File: config.mk
export PLATFORM = sky130hd
export DESIGN_NAME = ssqt_fifo
export DESIGN_NICKNAME = d
export VERILOG_FILES = /design/src/rtl/ssqt_pkg.sv /design/src/rtl/ssqt_fifo.sv
export SDC_FILE = /design/constraint.sdc
export NUM_CORES = 1
export LEC_CHECK = 0
export BUFFER_PORTS_ARGS = -buffer_cell sky130_fd_sc_hd__buf_2
export CAP_MARGIN = 20
export CELL_PAD_IN_SITES_DETAIL_PLACEMENT = 0
export CELL_PAD_IN_SITES_GLOBAL_PLACEMENT = 2
export CORE_ASPECT_RATIO = 2
export CORE_MARGIN = 2
export CORE_UTILIZATION = 35
export DETAILED_ROUTE_END_ITERATION = 7
export PLACE_DENSITY = 0.8
export RECOVER_POWER = 25
export SETUP_SLACK_MARGIN = 0.02
export SLEW_MARGIN = 20
export SYNTH_ARGS = -nofsm -noshare
export SYNTH_HDL_FRONTEND = slang
export SYNTH_SLANG_ARGS = --single-unit
File: constraint.sdc
create_clock -name aclk -period 7.62 [get_ports aclk]
set_input_delay 1.524 -clock aclk [delete_from_list [all_inputs] [get_ports aclk]]
set_output_delay 1.524 -clock aclk [all_outputs]
set_load 0.05 [all_outputs]
File: src/rtl/ssqt_pkg.sv
package ssqt_pkg;

    localparam int DEPTH_DEFAULT     = 64;
    localparam int TIME_BITS_DEFAULT = 32;

    typedef struct packed {
        logic [31:0] arrival_time;
        logic [31:0] main_index;
        logic [15:0] major_index;
        logic [15:0] minor_index;
        logic        is_write;
        logic [31:0] req_size;
        logic [31:0] service_time;
        logic [31:0] to_device_time;
        logic [31:0] from_device_time;
        logic [31:0] initial_wait;
        logic        last_record;
    } in_word_t;

    typedef struct packed {
        logic [31:0] out_main_index;
        logic [15:0] out_major_index;
        logic [15:0] out_minor_index;
        logic        out_is_write;
        logic [31:0] out_size;
        logic [31:0] out_arrival;
        logic [31:0] out_service;
        logic [32:0] out_transfer;
        logic [31:0] out_wait;
        logic        overflow_flag;
        logic        last_result;
    } out_word_t;

    // One sorted record as it travels from the sorter to the timing stage.
    typedef struct packed {
        logic [31:0] arrival;
        logic [31:0] main_index;
        logic [15:0] major_index;
        logic [15:0] minor_index;
        logic        is_write;
        logic [31:0] size;
        logic [31:0] service;
        logic [31:0] to_dev;
        logic [31:0] from_dev;
        logic [31:0] init_wait;
        logic        dropped;
        logic        last;
    } rec_t;

    typedef enum logic [1:0] {
        SORT_LOAD,
        SORT_DRAIN
    } sort_state_t;

    // True if record a orders strictly after record b.
    function automatic logic rec_after(rec_t a, rec_t b);
        logic [95:0] ka;
        logic [95:0] kb;
        begin
            ka = {a.arrival, a.main_index, a.major_index, a.minor_index};
            kb = {b.arrival, b.main_index, b.major_index, b.minor_index};
            return ka > kb;
        end
    endfunction

endpackage

File: src/rtl/ssqt_fifo.sv
// Short queue between the sorter and the timing stage.
module ssqt_fifo #(
    parameter int N = 2
) (
    input  logic           aclk,
    input  logic           aresetn,
    input  logic           i_valid,
    output logic           i_ready,
    input  ssqt_pkg::rec_t i_data,
    output logic           o_valid,
    input  logic           o_ready,
    output ssqt_pkg::rec_t o_data
);
    import ssqt_pkg::*;

    localparam int AW = $clog2(N);

    rec_t          mem_reg [N];
    logic [AW-1:0] wp_reg, rp_reg;
    logic [AW:0]   cnt_reg;
    logic          wr, rd;

    assign i_ready = (cnt_reg != (AW+1)'(N));
    assign o_valid = (cnt_reg != '0);
    assign o_data  = mem_reg[rp_reg];
    assign wr = i_valid && i_ready;
    assign rd = o_valid && o_ready;

    always_ff @(posedge aclk) begin
        if (!aresetn) begin
            wp_reg  <= '0;
            rp_reg  <= '0;
            cnt_reg <= '0;
        end else begin
            if (wr) wp_reg <= (wp_reg == AW'(N-1)) ? '0 : wp_reg + 1'b1;
            if (rd) rp_reg <= (rp_reg == AW'(N-1)) ? '0 : rp_reg + 1'b1;
            cnt_reg <= cnt_reg + (AW+1)'(wr) - (AW+1)'(rd);
        end
    end

    always_ff @(posedge aclk) begin
        if (wr) mem_reg[wp_reg] <= i_data;
    end

endmodule

==> summary.txt, run 1 <==
Clocking
  • Clock buffer depth: 3
  • Post-CTS resize count: 0
  • Sink Count: 523
  • CTS tree: done
  • H-tree levels: 2
  • Clk_lat worst skew: 570 ps
  • Setup Buffers After CTS: 0
  • Clock root cell: clkbuf_16
  • # hold bufs at CTS: 0
  • Clock slew seen by the registers of the worst setup and hold paths: 70 ps
  • Total CTS buffers: 46

Setup path
  • Critical path required time: 6100 ps
  • WS Path Type: reg2out
  • Worst r2r src: cnt_reg[0]
  • Worst reg-to-reg path cell count: 4
  • R2R setup slack: 4700 ps
  • CP Capture Type: primary output
  • Worst R2R End: mem_reg[0][24]
  • Critical path fanouts, max: 60
  • Worst path arrival time: 3000 ps
  • CP startpoint kind: register

Global routing
  • GR Overflow Total: 0
  • First-pass GRT wire length: 62330 um
  • Total GRT Usage: 14.45%
  • Number of global-route vias before repair: 10542
  • Initial antenna violation count: 24
  • Largest net degree at the start of global routing: 169

Route
  • First-iteration detailed-routing DRC count: 522
  • DRC viols: 0
  • Routed via count: 9807
  • Pre-antenna DRT Iters: 4
  • Final WL: 44400 um
  • Vias per cell: 4.486
  • Wire per inst: 20.31 um
  • ANT nets after route: 0

Synthesis
  • Synth Instances: 835
  • Netlist cell types: 24
  • Async SR Flop Fraction: 0%
  • Synth Flop Type: edfxtp_1
  • Sequential area share after synthesis: 79.09%
  • Post-synth net total: 1099
  • Flip-flop and latch count after synthesis: 523
  • Post-Syn Area: 19790 um2
  • Avg Inst Size Synth: 23.71 um2
  • YS warnings: 0
  • Post-synth EDFFs: 518

Final layout
  • Max reg flops: 518
  • Commonest non-fill, non-tap cell in the layout: edfxtp_1
  • Nets@finish: 1648
  • Commonest non-fill, non-tap cells in the layout: edfxtp_1, buf_2, mux2_4, clkbuf_1, mux2_2
  • Core Util, Final: 43.96%
  • Area delta synth->final: 24.42%
  • Layout cells sized above 1: 57.01%

STA
  • Final min period: 4526 ps
  • Fmax: 0.2209 GHz
  • Final hold vios: 0
  • Period utilization: 59.40%
  • Setup tns final: 0 ps
  • Worst Skew: 19.18 ps
  • Final count of negative-setup-slack endpoints: 0
  • Fin. max-slew vios: 0
  • Rel. slew slack: 24.12%
  • Actual slew at the worst max-slew pin: 1138 ps
  • RSZ-0062 raised after global routing: false

Power
  • Static Leakage: 9.292 nW
  • Peak supply drop: 0.2344 mV
  • Pwr Density: 353.5 nW/um2
  • Total power: 8.706 mW

Hold path
  • Class of the worst hold path: reg2reg
  • Hold EP: rp_reg
  • Hold path cells: 2
  • Hold path start: rp_reg

Floorplanning
  • Boundary Pins: 524
  • Starting Density: 35.33%
  • Die Ht: 340.3 um
  • Core area: 56020 um2
  • FP Rows: 123
  • Die Area: 58590 um2
  • Die span in x: 172.2 um

Place
  • RePlAce Congestion: 0.8303
  • Final HPWL DP: 30740 um
  • I/O Buffers: 523

Run
  • Max-Cap Viols: 0

Status
  • Outcome: completed
-- stage by stage --
stage                     hold WS, ps  setup slack (ps)  area, um2  instances
after floorplan                 528.0             404.6      19800        835
after global placement          566.8              3722      23150       2086
after detailed placement        578.1              3646      23150       2086
after CTS                       599.1              3020      24650       2169
after global routing            631.6              2953      24620       2183
final                           594.9              3094      24630       2186
-- synth_stat cells, drive strengths merged (2+ instances only) --
master	number	area [um2]
a21bo	2	20.02
and2	3	18.77
buf	29	301.5
dfxtp	5	100.1
edfxtp	518	15550
mux2	259	3675
nand2b	2	12.51
nor2	2	7.510
o21ai	2	10.01
-- power breakdown --
| part | switching [mW] | internal [mW] | leakage (nW) |
|---|---|---|---|
| logic | 1.90 | 0.854 | 3.67 |
| clock network | 1.00 | 1.33 | 0.728 |
| registers | 0.107 | 3.50 | 4.89 |
| total | 3.01 | 5.69 | 9.29 |
-- layer usage --
layer / track usage, % / up-vias / share of wire (%)
li1: - / 4455 / -
met1: 13.18 / 4781 / 32
met2: 27.48 / 451 / 55
met3: 4.791 / 106 / 8.6
met4: 7.546 / 14 / 4.4
met5: 0 / - / 0.22
-- critical path: stages, from the launching register on --
cell     delay, ps
dfxtp_4        790
buf_4          880
mux2_2         430
buf_2          210
-- cell type report --
type | instances | area [um2]
antenna | 17 | 42.54
timing repair buffer | 530 | 2643
sequential | 523 | 15660
tap | 750 | 938.4
multi-input combinational | 282 | 3839
clock inverter | 28 | 290.3
inverter | 1 | 11.26
fill | 5047 | 31390
clock buffer | 55 | 1206
-- logic make-up after synthesis --
logic type	Yosys count	synth area share (%)
compound gates	7	0.2719
buf+inv	30	1.542
simple gates	13	0.3730
flops	523	79.09
fa+ha+maj	1	0.06320
xor+xnor	1	0.04426
mux	260	18.62
-- worst max path at each step --
stage	slack, ps	startpoint	end
2_1_floorplan	400	i_valid	mem_reg[0][0]
3_3_place_gp	3720	register	o_data[6]
3_5_place_dp	3650	register	o_data[27]
4_1_cts	3020	register	o_data[27]
5_1_grt	2950	register	o_data[27]
6_report	3090	register	o_data[2]
Power figures use the tool's default switching activity.
==> run 2: changes to the inputs <==
--- a/config.mk
+++ b/config.mk
@@ -11,9 +11,9 @@
 export CELL_PAD_IN_SITES_GLOBAL_PLACEMENT = 2
 export CORE_ASPECT_RATIO = 2
 export CORE_MARGIN = 2
-export CORE_UTILIZATION = 35
+export CORE_UTILIZATION = 39
 export DETAILED_ROUTE_END_ITERATION = 7
-export PLACE_DENSITY = 0.8
+export PLACE_DENSITY = 0.84
 export RECOVER_POWER = 25
 export SETUP_SLACK_MARGIN = 0.02
 export SLEW_MARGIN = 20
==> constraint.sdc (replaced) <==
create_clock -name aclk -period 4.19 [get_ports aclk]
set_input_delay 0.838 -clock aclk [delete_from_list [all_inputs] [get_ports aclk]]
set_output_delay 0.838 -clock aclk [all_outputs]
set_load 0.05 [all_outputs]
==> run 2 against run 1 <==
Effect of this change:
- via count down 0.33%
- worst setup slack worse by 2200 ps
- routed wire length down 2.8%
- clock-buffer cell count down 2
==> summary.txt, run 2 (synthesis results as in run 1) <==
Final layout
  • Layout cells sized above 1: 56.50% (-0.51 points)
  • Area delta synth->final: 24.87%
  • Cell Count, Final, Fillers Out: 2091 (-4.3%)
  • Commonest non-fill, non-tap cells in the layout: edfxtp_1, buf_2, mux2_4, clkbuf_1, mux2_2
  • Number of fill cells: 4268 (-15%)
  • Max reg flops: 518 (unchanged)
  • Finished Cell Area: 24720 um2 (+0.36%)
  • Nets@finish: 1671 (+1.4%)
  • Commonest non-fill, non-tap cell in the layout: edfxtp_1

Global routing
  • Grt peak-use layer: met2
  • Total GRT Usage: 15.77% (+1.3 points)
  • GR Overflow Total: 0 (unchanged)
  • M3 GR Usage: 4.218% (-0.57 points)
  • Largest net degree at the start of global routing: 50 (-70%)
  • First-pass GRT wire length: 62010 um (-0.51%)
  • Number of global-route vias before repair: 10537 (-0.047%)
  • Met2 Usage GRT: 29.66% (+2.2 points)
  • Initial antenna violation count: 9 (-63%)
  • Met1 Use GR: 16.48% (+3.3 points)

Setup path
  • Critical path fanouts, max: 42 (-30%)
  • CP Capture Type: primary output
  • Critical Path Slowest Stage Cell: dfxtp_4
  • Worst reg-to-reg path cell count: 3 (-1)
  • CP startpoint kind: register
  • Critical path required time: 3350 ps (-2750 ps)
  • Max incr delay on CP: 880 ps (about the same)
  • Worst path arrival time: 2460 ps (-540 ps)
  • WS Path Type: reg2out
  • Worst path cell trace: buf_4 -> mux2_2 -> buf_2

Clocking
  • H-tree levels: 2 (unchanged)
  • Clock root cell: clkbuf_16
  • # hold bufs at CTS: 0 (unchanged)
  • Setup Buffers After CTS: 0 (unchanged)
  • Clock slew seen by the registers of the worst setup and hold paths: 70 ps (about the same)
  • Post-CTS resize count: 0 (unchanged)
  • Total CTS buffers: 42 (-8.7%)
  • Sink Count: 523 (unchanged)
  • Clock buffer depth: 3 (unchanged)
  • Clk_lat worst skew: 570 ps (about the same)
  • CTS tree: done

Place
  • Final HPWL DP: 31210 um (+1.5%)
  • Placed Cells: 2011 (-3.6%)
  • I/O Buffers: 523 (unchanged)
  • DP Area: 23360 um2 (+0.89%)
  • RePlAce Congestion: 0.8196 (-1.3%)

Power
  • Logic pwr share: 32.7% (+1.0 points)
  • Peak supply drop: 0.4320 mV (+84%)
  • Sequential Power Share: 41.5% (about the same)
  • Pwr Density: 638.1 nW/um2 (+81%)
  • Net switching power: 5.438 mW (+80%)
  • Net Sw Frac: 34.48% (-0.14 points)
  • Clock share of power: 25.8% (-1.0 points)
  • P_int: 10.33 mW (+82%)
  • Total power: 15.77 mW (+81%)
  • Static Leakage: 9.378 nW (+0.93%)

Route
  • Final WL: 43160 um (-2.8%)
  • Wire per inst: 20.64 um (+1.6%)
  • Routed via count: 9775 (-0.33%)
  • Pre-antenna DRT Iters: 6 (+2)
  • First-iteration detailed-routing DRC count: 529 (+1.3%)
  • ANT nets after route: 0 (unchanged)
  • Vias per cell: 4.675 (+4.2%)
  • DRC viols: 0 (unchanged)

STA
  • Final min period: 3301 ps
  • Final hold vios: 0 (unchanged)
  • Period utilization: 78.77%
  • Fmax: 0.3030 GHz
  • RSZ-0062 raised after global routing: false
  • Final count of negative-setup-slack endpoints: 0 (unchanged)
  • Rel. slew slack: 44.61% (+20 points)
  • Worst hold slack: 462.4 ps (-132.5 ps)
  • Actual slew at the worst max-slew pin: 830.9 ps (-307.3 ps)
  • Worst Skew: 23.78 ps (+4.599 ps)
  • Fin. max-slew vios: 0 (unchanged)

Status
  • Outcome: completed

Floorplanning
  • Core area: 50070 um2 (-11%)
  • Starting Density: 39.53% (+4.2 points)
  • Die Ht: 322.6 um (-5.2%)
  • Boundary Pins: 524 (unchanged)
  • Die Area: 52680 um2 (-10%)
  • FP Rows: 116 (-5.7%)
  • Die span in x: 163.3 um (-5.1%)

Run
  • Max-Cap Viols: 0 (unchanged)

Hold path
  • Class of the worst hold path: in2reg
  • Hold path cells: 1 (-1)
## run 2: layer usage
layer / up-vias / share of wire, %
met5: - / 0.15
met1: 4786 / 34
met2: 406 / 55
li1: 4488 / -
met3: 85 / 7.6
met4: 10 / 3.2
## run 2: area by class of cell
class / instances / area [um2] / share of cell area [%]
Clock inverter: 23 / 259.0 / 1.048
Multi-Input combinational cell: 282 / 3841 / 15.54
Inverter: 1 / 7.507 / 0.03037
Antenna cell: 3 / 7.507 / 0.03037
Sequential cell: 523 / 15660 / 63.35
Tap cell: 649 / 812.0 / 3.285
Timing Repair Buffer: 557 / 2974 / 12.03
Clock buffer: 53 / 1156 / 4.678
## run 2: final timing paths
check / startpoint / to / slack, ps
setup / recovery: register / o_data[13] / 890
hold / removal: i_data[253] / mem_reg[0][253] / 460
setup reg to reg: cnt_reg[0] / mem_reg[1][163] / 2050
hold reg to reg: rp_reg / register / 580
## run 2: power by group through the flow
| stage | logic, mW | registers (mW) | clock network [mW] |
|---|---|---|---|
| 3_3_place_gp | 5.18 | 6.64 | 0 |
| 5_1_grt | 5.36 | 6.59 | 4.36 |
| 2_1_floorplan | 4.20 | 6.64 | 0 |
| 4_1_cts | 5.22 | 6.56 | 4.18 |
| 6_report | 5.16 | 6.55 | 4.07 |
| 3_5_place_dp | 5.21 | 6.67 | 0 |
## run 2: through the flow
stage / setup TNS [ps] / util, % / worst slack [ps]
floorplan: -333230 / - / -1043
finish: 0 / 49.36 / 889.4
global placement: 0 / 46.65 / 1328
global route: 0 / 49.36 / 760.3
CTS: 0 / 49.48 / 777.6
detailed placement: 0 / 46.65 / 1294
## run 2: worst max-delay path: cells and delay by family, from the launching register on
family                 cells  cell delay (ps)
flip-flops                 1              880
buffers and inverters      2              610
multiplexers               1              380
==> run 3: changes to the inputs <==
--- a/config.mk
+++ b/config.mk
@@ -11,9 +11,9 @@
 export CELL_PAD_IN_SITES_GLOBAL_PLACEMENT = 2
 export CORE_ASPECT_RATIO = 2
 export CORE_MARGIN = 2
-export CORE_UTILIZATION = 39
+export CORE_UTILIZATION = 35
 export DETAILED_ROUTE_END_ITERATION = 7
-export PLACE_DENSITY = 0.84
+export PLACE_DENSITY = 0.8
 export RECOVER_POWER = 25
 export SETUP_SLACK_MARGIN = 0.02
 export SLEW_MARGIN = 20
==> constraint.sdc (replaced) <==
create_clock -name aclk -period 2.73 [get_ports aclk]
set_input_delay 0.546 -clock aclk [delete_from_list [all_inputs] [get_ports aclk]]
set_output_delay 0.546 -clock aclk [all_outputs]
set_load 0.05 [all_outputs]
==> run 3 against run 2 <==
Effect of this change:
- worst hold slack lost 290 ps
- utilization down 4.5 points
- first-iteration DRC count fell by 3.0%
- clock skew fell by 8.8 ps
- worst setup slack lost 800 ps
- total power rose by 58%
- largest power group unchanged
==> summary.txt, run 3 (synthesis results as in run 1) <==
Final layout
  • Commonest non-fill, non-tap cells in the layout: edfxtp_1, buf_2, mux2_4, mux2_2, clkbuf_1
  • Commonest non-fill, non-tap cell in the layout: edfxtp_1
  • Number of fill cells: 4991 (+17%)
  • Area delta synth->final: 26.83%
  • Cell Count, Final, Fillers Out: 2206 (+5.5%)
  • Nets@finish: 1670 (-0.060%)
  • Max reg flops: 518 (unchanged)
  • Layout cells sized above 1: 58.68% (+2.2 points)

STA
  • Final worst slack: 92.60 ps (-796.8 ps)
  • Rel. slew slack: 50.62% (+6.0 points)
  • Final min period: 2637 ps
  • Worst Skew: 15.01 ps (-8.777 ps)
  • Final hold vios: 0 (unchanged)
  • Setup tns final: 0 ps (unchanged)
  • Actual slew at the worst max-slew pin: 740.7 ps (-90.13 ps)
  • Period utilization: 96.61%
  • Final count of negative-setup-slack endpoints: 0 (unchanged)
  • Fmax: 0.3792 GHz
  • RSZ-0062 raised after global routing: true
  • Fin. max-slew vios: 0 (unchanged)

Route
  • Wire per inst: 20.05 um (-2.9%)
  • DRC viols: 0 (unchanged)
  • First-iteration detailed-routing DRC count: 513 (-3.0%)
  • Top sig layer: met5
  • Metal1 wirelength: 13870 um (-6.1%)
  • Routed via count: 9851 (+0.78%)
  • ANT nets after route: 0 (unchanged)
  • Final WL: 44240 um (+2.5%)
  • Vias per cell: 4.466 (-4.5%)
  • Pre-antenna DRT Iters: 4 (-2)
  • Met2 routed WL: 24620 um (+4.0%)
  • Metal3 WL: 3932 um (+19%)

Global routing
  • Largest net degree at the start of global routing: 116 (+130%)
  • First-pass GRT wire length: 63280 um (+2.0%)
  • Number of global-route vias before repair: 10708 (+1.6%)
  • Total GRT Usage: 14.63% (-1.1 points)
  • Initial antenna violation count: 25 (+16)
  • GR Overflow Total: 0 (unchanged)

Floorplanning
  • Boundary Pins: 524 (unchanged)
  • Core area: 56020 um2 (+12%)
  • FP Rows: 123 (+6.0%)
  • Die Ht: 340.3 um (+5.5%)
  • Die Area: 58590 um2 (+11%)
  • Die span in x: 172.2 um (+5.4%)
  • Starting Density: 35.33% (-4.2 points)

Setup path
  • Crit path buf inv count: 3 (+1)
  • Critical Path Slowest Stage Cell: dfxtp_4
  • CP startpoint kind: register
  • Worst path cell trace: buf_12 -> buf_12 -> mux2_2 -> buf_2
  • Crit path top cell by count: buf_12
  • Critical path required time: 2180 ps (-1170 ps)
  • Critical path fanouts, max: 26 (-38%)
  • Top Family by Delay on Critical Path: buffers and inverters
  • CP Capture Type: primary output
  • WS Path Type: reg2out
  • Max incr delay on CP: 410 ps (-470 ps)
  • Worst path arrival time: 2090 ps (-370 ps)

Hold path
  • Class of the worst hold path: in2reg

Place
  • Final HPWL DP: 32070 um (+2.8%)
  • I/O Buffers: 523 (unchanged)
  • Placed Cells: 2107 (+4.8%)
  • Place WS: 656.7 ps (-637.3 ps)
  • RePlAce Congestion: 0.7973 (-2.7%)

Power
  • Pwr Density: 992.0 nW/um2 (+55%)
  • Total power: 24.90 mW (+58%)
  • Peak supply drop: 0.6288 mV (+46%)
  • Static Leakage: 9.541 nW (+1.7%)

Clocking
  • H-tree levels: 2 (unchanged)
  • Clk_lat worst skew: 560 ps (about the same)
  • Clock root cell: clkbuf_16
  • # hold bufs at CTS: 0 (unchanged)
  • Total CTS buffers: 46 (+9.5%)
  • Clock slew seen by the registers of the worst setup and hold paths: 70 ps (about the same)
  • Post-CTS resize count: 0 (unchanged)
  • CTS tree: done
  • Setup Buffers After CTS: 0 (unchanged)
  • Clock buffer depth: 3 (unchanged)
  • Sink Count: 523 (unchanged)

Run
  • Max-Cap Viols: 0 (unchanged)

Status
  • Outcome: completed
## run 3: final cells by class
cell class              instances  area, um2  share of cell area [%]
clock buffers                  56       1252                   4.989
repair buffers                552       2997                   11.94
multi-input cells             282       3846                   15.32
well taps                     750      938.4                   3.738
diodes                         16      40.04                  0.1595
inverters                       1      7.507                 0.02990
flip-flops and latches        523      15660                   62.38
clock inverters                26      362.8                   1.445
## run 3: power breakdown
group	internal (mW)	switching, mW	leakage [nW]
sequential	9.76	0.205	4.89
combinational	2.55	5.48	3.86
clock	4.12	2.79	0.792
## run 3: final timing paths
check | from | endpoint | slack [ps] | cells past startpoint
hold / removal | i_data[89] | mem_reg[0][89] | 170 | 1
setup reg to reg | cnt_reg[0] | mem_reg[0][205] | 890 | 4
setup / recovery | register | o_data[238] | 90 | 4
hold reg to reg | rp_reg | rp_reg | 590 | 2
## run 3: metal layers
layer  global-route usage [%]  vias to the layer above
met2                    27.71                      419
met4                    7.546                       12
met3                    4.860                       94
met5                        0                        -
met1                    13.50                     4836
li1                         -                     4490
## run 3: per-stage QoR
| stage | hold slack, ps | instance area (um2) | utilization [%] |
|---|---|---|---|
| 6_report | 171.7 | 25110 | 44.82 |
| 3_5_place_dp | 573.9 | 23470 | 41.89 |
| 4_1_cts | 116.6 | 25080 | 44.78 |
| 3_3_place_gp | 573.7 | 23470 | 41.89 |
| 2_1_floorplan | 552.2 | 19810 | - |
| 5_1_grt | 134.6 | 25100 | 44.81 |
