===== config.mk =====
export PLATFORM = sky130hd
export DESIGN_NAME = ssqt_timer
export DESIGN_NICKNAME = d
export VERILOG_FILES = /design/src/rtl/ssqt_pkg.sv /design/src/rtl/ssqt_timer.sv
export SDC_FILE = /design/constraint.sdc
export NUM_CORES = 1
export LEC_CHECK = 0
export ABC_AREA = 1
export BUFFER_PORTS_ARGS = -buffer_cell sky130_fd_sc_hd__buf_2
export CAP_MARGIN = 20
export CORE_ASPECT_RATIO = 0.8
export CORE_MARGIN = 2
export CORE_UTILIZATION = 35
export DETAILED_ROUTE_END_ITERATION = 8
export PLACE_DENSITY = 0.56
export SETUP_SLACK_MARGIN = 0.05
export SKIP_LAST_GASP = 1
export SLEW_MARGIN = 10
export SYNTH_ARGS = -nofsm -noshare
export SYNTH_HDL_FRONTEND = slang
export SYNTH_SLANG_ARGS = --single-unit

===== constraint.sdc =====
create_clock -name aclk -period 15.8 [get_ports aclk]
set_input_delay 0 -clock aclk [delete_from_list [all_inputs] [get_ports aclk]]
set_output_delay 0 -clock aclk [all_outputs]
set_load 0.005 [all_outputs]

===== src/rtl/ssqt_pkg.sv =====
package ssqt_pkg;

    localparam int DEPTH_DEFAULT     = 64;
    localparam int TIME_BITS_DEFAULT = 32;

    typedef struct packed {
        logic [31:0] arrival_time;
        logic [31:0] main_index;
        logic [15:0] major_index;
        logic [15:0] minor_index;
        logic        is_write;
        logic [31:0] req_size;
        logic [31:0] service_time;
        logic [31:0] to_device_time;
        logic [31:0] from_device_time;
        logic [31:0] initial_wait;
        logic        last_record;
    } in_word_t;

    typedef struct packed {
        logic [31:0] out_main_index;
        logic [15:0] out_major_index;
        logic [15:0] out_minor_index;
        logic        out_is_write;
        logic [31:0] out_size;
        logic [31:0] out_arrival;
        logic [31:0] out_service;
        logic [32:0] out_transfer;
        logic [31:0] out_wait;
        logic        overflow_flag;
        logic        last_result;
    } out_word_t;

    // One sorted record as it travels from the sorter to the timing stage.
    typedef struct packed {
        logic [31:0] arrival;
        logic [31:0] main_index;
        logic [15:0] major_index;
        logic [15:0] minor_index;
        logic        is_write;
        logic [31:0] size;
        logic [31:0] service;
        logic [31:0] to_dev;
        logic [31:0] from_dev;
        logic [31:0] init_wait;
        logic        dropped;
        logic        last;
    } rec_t;

    typedef enum logic [1:0] {
        SORT_LOAD,
        SORT_DRAIN
    } sort_state_t;

    // True if record a orders strictly after record b.
    function automatic logic rec_after(rec_t a, rec_t b);
        logic [95:0] ka;
        logic [95:0] kb;
        begin
            ka = {a.arrival, a.main_index, a.major_index, a.minor_index};
            kb = {b.arrival, b.main_index, b.major_index, b.minor_index};
            return ka > kb;
        end
    endfunction

endpackage


===== src/rtl/ssqt_timer.sv =====
// Back part: device clock recurrence, one record per cycle into an output register unless the output stalls.
module ssqt_timer #(
    parameter int TIME_BITS = ssqt_pkg::TIME_BITS_DEFAULT
) (
    input  logic                aclk,
    input  logic                aresetn,
    input  logic                i_valid,
    output logic                i_ready,
    input  ssqt_pkg::rec_t      i_data,
    output logic                m_valid,
    input  logic                m_ready,
    output ssqt_pkg::out_word_t m_data
);
    import ssqt_pkg::*;

    localparam int WB = (TIME_BITS >= 32) ? 32 : TIME_BITS;
    localparam logic [40:0] LIM = (41'd1 << WB) - 41'd1;

    logic [39:0] clk_reg;
    logic        vld_reg;
    out_word_t   out_reg;
    logic [39:0] bus, start, delay;
    logic [40:0] wsum;
    logic        take;

    assign i_ready = !vld_reg || m_ready;
    assign take    = i_valid && i_ready;
    assign m_valid = vld_reg;
    assign m_data  = out_reg;

    // Lindley step.
    always_comb begin
        bus   = 40'(i_data.arrival) + 40'(i_data.to_dev);
        start = (clk_reg < bus) ? bus : clk_reg;
        delay = start - bus;
        wsum  = 41'(delay) + 41'(i_data.init_wait);
        if (wsum > LIM) wsum = LIM;
    end

    always_ff @(posedge aclk) begin
        if (!aresetn) begin
            clk_reg <= '0;
            vld_reg <= 1'b0;
        end else begin
            if (take) begin
                clk_reg <= i_data.last ? '0 : start + 40'(i_data.service);
                vld_reg <= 1'b1;
            end else if (m_ready) begin
                vld_reg <= 1'b0;
            end
        end
    end

    always_ff @(posedge aclk) begin
        if (take) begin
            out_reg.out_main_index  <= i_data.main_index;
            out_reg.out_major_index <= i_data.major_index;
            out_reg.out_minor_index <= i_data.minor_index;
            out_reg.out_is_write    <= i_data.is_write;
            out_reg.out_size        <= i_data.size;
            out_reg.out_arrival     <= i_data.arrival;
            out_reg.out_service     <= i_data.service;
            out_reg.out_transfer    <= 33'(i_data.to_dev) + 33'(i_data.from_dev);
            out_reg.out_wait        <= wsum[31:0];
            out_reg.overflow_flag   <= i_data.dropped;
            out_reg.last_result     <= i_data.last;
        end
    end

    assert property (@(posedge aclk) disable iff (!aresetn)
        (take && i_data.last) |=> (clk_reg == '0))
        else $error("device clock not cleared after batch");
    assert property (@(posedge aclk) disable iff (!aresetn)
        (m_valid && !m_ready) |=> m_valid)
        else $error("result lost while stalled");
    assert property (@(posedge aclk) disable iff (!aresetn)
        m_valid |-> (41'(m_data.out_wait) <= LIM))
        else $error("wait above saturation limit");

endmodule


==> results of run 1 <==
==> worst register-to-register path, delay by kind of cell, from the launching register on <==
kind	cells	cell delay (ns)
AO/OA/AOI/OAI	18	3.58
flip-flops	1	0.33
adder cells (fa/ha/maj)	3	1.07
AND/OR/NAND/NOR	15	2.78
XOR/XNOR	1	0.13
buffers and inverters	1	0.03
==> repair_timing <==
item,4_1_cts,5_1_grt
hold buffers,259,0
hold endpoints to repair,256,0
buffers inserted,0,0
setup endpoints to repair,0,0
==> power groups by stage <==
stage | combinational (uW) | sequential [uW] | clock [uW]
6_report | 1870 | 852 | 652
5_1_grt | 2090 | 856 | 693
4_1_cts | 1860 | 851 | 672
3_5_place_dp | 1790 | 865 | 0
3_3_place_gp | 1760 | 865 | 0
2_1_floorplan | 1340 | 873 | 0
==> layer usage <==
layer  global-route usage, %  wire [um]  up-vias
met3                    3.70       3630      110
li1                        -          -     8495
met4                    9.02       2710        0
met1                    31.2      28800     7962
met2                    39.3      29500      556
met5                       0          0        -
==> Yosys cell counts (all sizes together) (8+ instances only) <==
library cell / number / area share, %
buf: 12 / 0.56
o21ai: 121 / 3.6
edfxtp: 228 / 38
nand3: 78 / 2.4
nor2: 129 / 2.9
o21bai: 11 / 0.46
clkbuf: 17 / 0.36
a21boi: 8 / 0.36
nor3: 17 / 0.51
dfxtp: 41 / 4.6
ha: 188 / 13
inv: 208 / 4.4
xnor2: 40 / 2.0
a21oi: 239 / 6.8
nand2: 467 / 10
a31oi: 9 / 0.32
nand4: 49 / 1.7
xor2: 84 / 4.1
==> worst min path at each step <==
| stage | to | cells past startpoint | slack, ns |
|---|---|---|---|
| 2_1_floorplan | m_data[0] | 0 | 0.1 |
| 3_5_place_dp | m_data[148] | 1 | 0.18 |
| 4_1_cts | m_data[30] | 4 | 0.002 |
| 6_report | m_data[50] | 4 | 0.04 |
| 5_1_grt | m_data[30] | 4 | 0.04 |
| 3_3_place_gp | m_data[210] | 1 | 0.18 |
==> stage by stage <==
stage          util (%)  setup slack, ns  hold slack (ns)  total power (uW)
6_report           49.0             5.82           0.0361              3370
5_1_grt            49.0             4.87           0.0359              3640
3_3_place_gp       42.0             6.05            0.177              2620
3_5_place_dp       42.1             5.93            0.178              2660
4_1_cts            49.0             5.98          0.00199              3380
2_1_floorplan         -             8.07           0.0989              2210
==> placed cells by master (no fill, tap or decap), drive strengths merged, types with 41 or more instances in the layout <==
cell type,Yosys,routed
o21ai,121,121
buf,12,500
nand2,467,467
nand3,78,78
a21oi,239,239
ha,188,188
edfxtp,228,228
inv,208,209
dfxtp,41,41
xor2,84,84
nand4,49,49
dlygate4sd3,0,259
nor2,129,129
==> cell type report <==
class	instances	area (um2)	area share, %
repair buffers	759	5130	21.0
diodes	1	2.50	0.0102
flip-flops and latches	269	7670	31.3
clock inverters	15	109	0.445
well taps	675	845	3.45
clock buffers	37	766	3.13
inverters	209	792	3.24
multi-input cells	1497	9170	37.5
==> cells by family (layout without fill, tap and decap cells) <==
family / after synthesis / count (layout)
AO/OA/AOI/OAI: 422 / 422
other: 0 / 1
flip-flops: 269 / 269
adder cells (fa/ha/maj): 193 / 193
XOR/XNOR: 124 / 124
buffers and inverters: 238 / 1020
AND/OR/NAND/NOR: 758 / 758
==> results.yml, run 1 <==
outcome:
  outcome: "complete, no violations"
timing:
  setup_viol: 0
  layout_min_cycle_time_ns: 9.98
  relSlewSlack_pct: 35.6
  slew_viol_final: 0
  tightest_slew_ns: 0.967
  fin_crit_sh_pct: 63.1
  final.setup.tns_ns: 0
  grt_setup_unrepaired: "no"
  fin_worst_skew_ns: 0.0145
  fmax_mhz: 100
  finalHoldViolCount: 0
global_route:
  antenna_found_initial: 2
  grt_pass1_vias: 16804
  grt_max_degree: 99
  grt_overflow_total: 0
  grt_pass1_wl_um: 96400
  grtUsageTotal_pct: 23.7
power_and_ir_drop:
  power_frac_clock_pct: 19.3
  max-vdd-ir-drop_mv: 0.0865
  combPwrFrac_pct: 55.4
  power.density_nw_per_um2: 138
  p_sw_share_pct: 43.8
  power.net_switching_uw: 1480
  leakage_uw: 0.0111
  seqPwrFrac_pct: 25.3
  p_int_uw: 1900
die:
  die_h_um: 206
  ios: 493
  die-area_um2: 52600
  die_x_um: 256
  fp-row-count: 73
  initial_core_util_pct: 35.6
  core_um2: 50000
critical_path:
  cp_num_buf_inv: 4
  path_delay_family: "compound AO/OA/AOI/OAI gates"
  reg2reg_depth: 38
  cpMostUsedCell: "nand2_1"
  r2r_setup_slack_ns: 7.59
  startpoint_type: "primary input"
  crit_path_max_fanout: 71
  reg2reg_to: "m_data[11]"
  worst_ep_required_time_ns: 16.08
  cp-startpoint: "i_data[229]"
  slowest_delay_ns: 0.54
  crit_end: "m_data[11]"
  timing.rr.start: "clk_reg[15]"
  arrival_ns: 10.26
  worstSetupPathType: "in2reg"
  path_depth: 50
  critPathCaptureType: "register"
  slowest_stage: "dlygate4sd3_1"
logic_synthesis:
  synth_seq_cells: 269
  syn_area_per_cell_um2: 8.87
  synthAdderAreaFrac_pct: 13.8
  synthSimpleGateAreaFrac_pct: 18.7
  synthDistinctLibCells: 56
  muxShareOfSynthArea_pct: 0
  synth_enable_flop_cells: 228
  synth_top_family_by_area: "simple AND/OR/NAND/NOR gates"
  yosys_warnings: 0
  async_reset_ff_share_pct: 0
  yosysSeqAreaShare_pct: 43.1
  syn_nets: 2460
  syn_area_um2: 17800
  synth_ff_type: "edfxtp_1"
  synth-compound-area-share_pct: 13.0
  synth_xor_xnor_area_share_pct: 6.11
  netlist_instances: 2004
min_path:
  hold_class: "in2reg"
  hold_start: "i_data[81]"
routing:
  drtPass1Iterations: 7
  viasPerCell: 4.95
  drcViolationCount: 0
  wl_per_cell_um: 18.7
  antenna_left: 0
  vias: 17123
  drt_first_iter_violations: 1194
  wl_um: 64600
placement:
  hpwl_um: 50800
  port_buffers: 492
  gp_congestion: 0.934
  dp_cells: 3150
  place_area_um2: 21000
layout:
  final_area_um2: 24500
  fin_nets: 3221
  fillers: 4641
  largest_register_ffs: 228
  finalNonFillerCells: 3462
  syn_to_final_growth_pct: 37.7
  layout-drive-gt1-share_pct: 21.9
clock_tree:
  cts_made_buffers: 29
  h-tree-depth: 1
  cts-root-buf: "clkbuf_16"
  cts_tree: "built"
  clock_latency_ns: 0.59
  clk_pin_slew_ns: 0.06
  ctsLongestPathBuffers: 3
  ctsResizeCount: 0
  cts.sinks: 269
run:
  maxCapViolCount: 0
(Power assumes the default switching activity.)
==> inputs of run 2 (changes only) <==
PLACE_DENSITY = 0.58   (was 0.56)
clock period = 8.58 ns   (was 15.8 ns; I/O delays follow)
==> results.yml, run 2 (synthesis results as in run 1) <==
timing:
  fin_crit_sh_pct: 92.6
  setup_ws_ns: 0.633
  relSlewSlack_pct: 40.6
  finalHoldViolCount: 0
  slew_viol_final: 0
  setup_viol: 0
  fin_worst_skew_ns: 0.0185
  tightest_slew_ns: 0.891
  grt_setup_unrepaired: "no"
  layout_min_cycle_time_ns: 7.95
  final.setup.tns_ns: 0
  fmax_mhz: 126
  worst_hold_slack_ns: 0.0262
placement:
  gp_congestion: 0.886
  dp_cells: 3244
  hpwl_um: 51400
  dp_slack_ns: 0.0311
  port_buffers: 492
  place_area_um2: 21700
clock_tree:
  ctsLongestPathBuffers: 3
  clk_pin_slew_ns: 0.06
  clock_latency_ns: 0.59
  h-tree-depth: 1
  cts-root-buf: "clkbuf_16"
  cts.sinks: 269
  cts_tree: "built"
  cts_made_buffers: 30
critical_path:
  worstSetupPathType: "in2reg"
  slowest_delay_ns: 0.52
  timing.rr.start: "clk_reg[35]"
  crit_path_max_fanout: 16
  arrival_ns: 8.27
  cp-startpoint: "i_data[227]"
  critPathCaptureType: "register"
  reg2reg_depth: 42
  worst_ep_required_time_ns: 8.91
  cpMostUsedCell: "inv_1"
  slowest_stage: "dlygate4sd3_1"
  startpoint_type: "primary input"
  reg2reg_to: "m_data[32]"
  r2r_setup_slack_ns: 1.86
layout:
  syn_to_final_growth_pct: 44.6
  largest_register_ffs: 228
  fin_nets: 3326
  final_area_um2: 25700
  finalNonFillerCells: 3567
  final_common_cell: "buf_2"
  layout-drive-gt1-share_pct: 26.9
  mostFrequentLayoutCells: "buf_2, nand2_1, dlygate4sd3_1"
min_path:
  hold_start: "i_data[21]"
  whs_path_depth: 4
  worst_hold_path.endpoint: "m_data[21]"
  hold_class: "in2reg"
global_route:
  grt_busiest_layer: "met2"
  grt_overflow_total: 0
  grt_util_met3_pct: 4.74
  met1_usage_pct: 31.5
  grt_max_degree: 105
  grtUsageTotal_pct: 24.2
  grt_pass1_vias: 17258
  met2_usage_pct: 40.0
  antenna_found_initial: 4
  grt_pass1_wl_um: 98400
die:
  initial_core_util_pct: 35.6
  die_x_um: 256
  die-area_um2: 52600
  die_h_um: 206
  core_um2: 50000
  ios: 493
  fp-row-count: 73
routing:
  drcViolationCount: 0
  drt_first_iter_violations: 1289
  wl_per_cell_um: 18.6
  viasPerCell: 4.91
  vias: 17511
  drtPass1Iterations: 5
  wl_um: 66500
  antenna_left: 0
power_and_ir_drop:
  leakage_uw: 0.0117
  power.density_nw_per_um2: 274
  max-vdd-ir-drop_mv: 0.168
run:
  maxCapViolCount: 0
outcome:
  outcome: "complete, no violations"
run 2: changes by cell type in the layout (fill, tap and decap cells not counted), moves of 4 or more:
cell	before	now
buf_4	6	112
o21ai_0	108	94
dlygate4sd3_1	259	248
a21oi_1	237	228
ha_1	188	179
a21oi_2	2	10
o21ai_2	1	9
ha_2	0	7
clkbuf_16	29	35
o21ai_1	10	16
buf_12	0	5
clkinv_1	8	4
clkinv_2	5	1
run 2: area by class of cell:
type	count	area, um2
Clock inverter	13	148
Fill cell	4559	24200
Timing Repair Buffer	863	6010
Sequential cell	269	7670
Tap cell	675	845
Antenna cell	2	5.00
Clock buffer	39	820
Multi-Input combinational cell	1497	9430
Inverter	209	792
run 2: power by group:
group / internal (uW) / switching, uW / leakage [uW] / total (uW)
logic: 1830 / 2370 / 0.00883 / 4200
registers: 1530 / 42.9 / 0.00245 / 1570
clock network: 733 / 543 / 0.000463 / 1280
total: 4090 / 2960 / 0.0117 / 7050
run 2: how the worst max path moves through the flow:
stage,slack [ns],end,cells after the start
finish,0.63,m_data[32],50
global route,0.03,m_data[30],61
CTS,0.1,m_data[10],51
detailed placement,0.03,m_data[10],52
global placement,0.16,m_data[5],53
floorplan,0.85,m_data[3],52
run 2: timing repair:
| action | in CTS | in global routing |
|---|---|---|
| resized for setup | 0 | 71 |
| buffers inserted | 0 | 16 |
| endpoints found under the hold margin | 239 | 0 |
| hold buffers | 248 | 0 |
| setup endpoints to repair | 0 | 37 |
run 2: per-layer routing:
metal  share of wire [%]  up-vias
met3                 6.2      106
met1                  44     8104
li1                    -     8710
met4                 4.0        4
met5               0.045        -
met2                  46      587
run 2: metrics by stage:
step                utilization (%)  total power (uW)
floorplan                         -              4080
global placement               43.5              5350
detailed placement             43.5              5360
CTS                            50.4              6770
global route                   51.5              7600
finish                         51.5              7050
run 2: critical path: cells and delay by family:
family,cells,cell delay [ns]
AO/OA/AOI/OAI,12,2.35
XOR/XNOR,2,0.37
adder cells (fa/ha/maj),5,1.62
buffers and inverters,17,2.33
AND/OR/NAND/NOR,14,1.56
==> inputs of run 3 (changes only) <==
ABC_AREA = 0   (was 1)
PLACE_DENSITY = 0.59   (was 0.58)
==> results.yml, run 3 <==
logic_synthesis:
  synthDistinctLibCells: 83
  synthAdderAreaFrac_pct: 14.3
  synth_ff_type: "edfxtp_1"
  muxShareOfSynthArea_pct: 0.446
  syn_area_per_cell_um2: 10.6
  synth_top_family_by_area: "compound AO/OA/AOI/OAI gates"
  yosysMostFrequentCell: "edfxtp_1"
  synth_xor_xnor_area_share_pct: 6.83
  netlist_instances: 1646
  yosys.area.top_type: "edfxtp_1"
  syn_nets: 2102
  ys_top_cells_by_count: "edfxtp_1, ha_1, a21oi_1, nand2_1, nor2_1"
  synth_enable_flop_cells: 228
  synth-compound-area-share_pct: 17.8
  syn_area_um2: 17400
  synth_seq_cells: 269
  synthTopCellsByArea: "edfxtp_1, ha_1, dfxtp_1"
  async_reset_ff_share_pct: 0
  synthSimpleGateAreaFrac_pct: 13.9
  yosysSeqAreaShare_pct: 44.1
  yosys_warnings: 0
  yosysTopAreaCellShare_pct: 39.4
timing:
  fmax_mhz: 119
  relSlewSlack_pct: 36.9
  fin_worst_skew_ns: 0.0132
  tightest_slew_ns: 0.947
  final.setup.tns_ns: 0
  slew_viol_final: 0
  layout_min_cycle_time_ns: 8.38
  setup_ws_ns: 0.203
  grt_setup_unrepaired: "yes"
  finalHoldViolCount: 0
  fin_crit_sh_pct: 97.6
  setup_viol: 0
routing:
  drtPass1Iterations: 6
  vias: 17194
  antenna_left: 0
  drcViolationCount: 0
  wl_per_cell_um: 17.6
  drt_first_iter_violations: 905
  wl_um: 60000
  viasPerCell: 5.06
power_and_ir_drop:
  leakage_uw: 0.0122
  power.density_nw_per_um2: 310
  max-vdd-ir-drop_mv: 0.278
layout:
  final_area_um2: 27500
  syn_to_final_growth_pct: 58.4
  layout-drive-gt1-share_pct: 37.5
  largest_register_ffs: 228
  fin_nets: 3190
  mostFrequentLayoutCells: "buf_2, buf_4, dlygate4sd3_1"
  final_common_cell: "buf_2"
  finalNonFillerCells: 3400
  final_util_pct: 55.8
global_route:
  grt_pass1_vias: 17399
  antenna_found_initial: 8
  grt_pass1_wl_um: 91300
  grtUsageTotal_pct: 22.2
  grt_max_degree: 97
  grt_overflow_total: 0
critical_path:
  r2r_setup_slack_ns: 0.87
  arrival_ns: 8.70
  cp_num_buf_inv: 6
  reg2reg_depth: 36
  crit_end: "m_data[5]"
  timing.rr.start: "clk_reg[9]"
  worstSetupPathType: "in2reg"
  cpMostUsedCell: "o21a_1"
  path_delay_family: "compound AO/OA/AOI/OAI gates"
  critPathCaptureType: "register"
  slowest_delay_ns: 0.38
  crit_path_max_fanout: 6
  slowest_stage: "or3_1"
  startpoint_type: "primary input"
  reg2reg_to: "m_data[5]"
  path_depth: 49
  worst_ep_required_time_ns: 8.90
  cp-startpoint: "i_data[78]"
die:
  fp-row-count: 73
  core_um2: 49300
  die_h_um: 203
  initial_core_util_pct: 35.2
  die_x_um: 253
  ios: 493
  die-area_um2: 51500
min_path:
  whs_path_depth: 3
  hold_class: "in2reg"
clock_tree:
  ctsLongestPathBuffers: 3
  cts_tree: "built"
  clk_pin_slew_ns: 0.06
  h-tree-depth: 1
  cts-root-buf: "clkbuf_16"
  clock_latency_ns: 0.60
  cts_made_buffers: 31
  cts.sinks: 269
placement:
  dp_cells: 3044
  port_buffers: 492
  place_area_um2: 22900
  gp_congestion: 0.873
  dp_slack_ns: -0.806
  hpwl_um: 43900
run:
  maxCapViolCount: 0
outcome:
  outcome: "complete, no violations"
run 3: cell count changes in the layout (fill, tap and decap cells not counted), moves of 37 or more:
cell,delta
nand2_1,-323
buf_4,+223
inv_1,-139
a21oi_1,-123
a21o_1,+50
xnor2_1,+46
xor2_1,-37
run 3: worst min-delay path by stage:
stage	endpoint	start
floorplan	m_data[0]	i_data[0]
global placement	m_data[198]	i_data[197]
detailed placement	m_data[170]	i_data[169]
CTS	m_data[62]	i_data[94]
global route	m_data[62]	i_data[94]
finish	m_data[62]	i_data[94]
run 3: where the power goes:
part | internal [uW] | total, uW | switching [uW]
sequential | 1550 | 1600 | 48.7
clock | 886 | 1480 | 598
combinational | 2780 | 5440 | 2670
run 3: cell type report:
| type | count | area, um2 |
|---|---|---|
| Antenna cell | 5 | 12.5 |
| Clock buffer | 36 | 795 |
| Clock inverter | 21 | 330 |
| Fill cell | 4244 | 21800 |
| Inverter | 66 | 255 |
| Multi-Input combinational cell | 1270 | 9890 |
| Sequential cell | 269 | 7670 |
| Tap cell | 637 | 797 |
| Timing Repair Buffer | 1096 | 7780 |
run 3: routing by layer:
metal  vias up  GRT usage, %  wire length [um]  share of wire [%]
met5         -             0                41              0.068
met4         6          5.96              1530                2.6
met3        95          3.80              3030                5.1
met2       451          40.9             30600                 51
met1      8227          26.4             24800                 41
li1       8415             -                 -                  -
run 3: metrics by stage:
step                      total power [uW]  hold WS, ns
final                                 8530       0.0244
after global routing                  9160       0.0145
after CTS                             8160     0.000761
after detailed placement              6290        0.178
after global placement                6240        0.177
after floorplan                       4510       0.0989
run 3: cells by family after synthesis:
family / after synthesis
fa+ha+maj: 196
simple gates: 466
flops: 269
compound gates: 466
xor+xnor: 134
buf+inv: 108
mux: 7
run 3: timing repair:
action | in CTS | in global routing
cloned | 1 | 2
buffers inserted | 8 | 29
hold endpoints to repair | 224 | 0
resized for setup | 30 | 106
pin swaps | 21 | 79
hold buffers | 256 | 0
setup endpoints to repair | 32 | 36
run 3: worst reg2reg max path: cells and delay by family (launching register included):
kind	cells	cell delay, ns
XOR/XNOR	1	0.09
AO/OA/AOI/OAI	17	3.56
buffers and inverters	4	0.54
adder cells (fa/ha/maj)	6	1.76
multiplexers	2	0.50
flip-flops	1	0.34
AND/OR/NAND/NOR	6	0.67
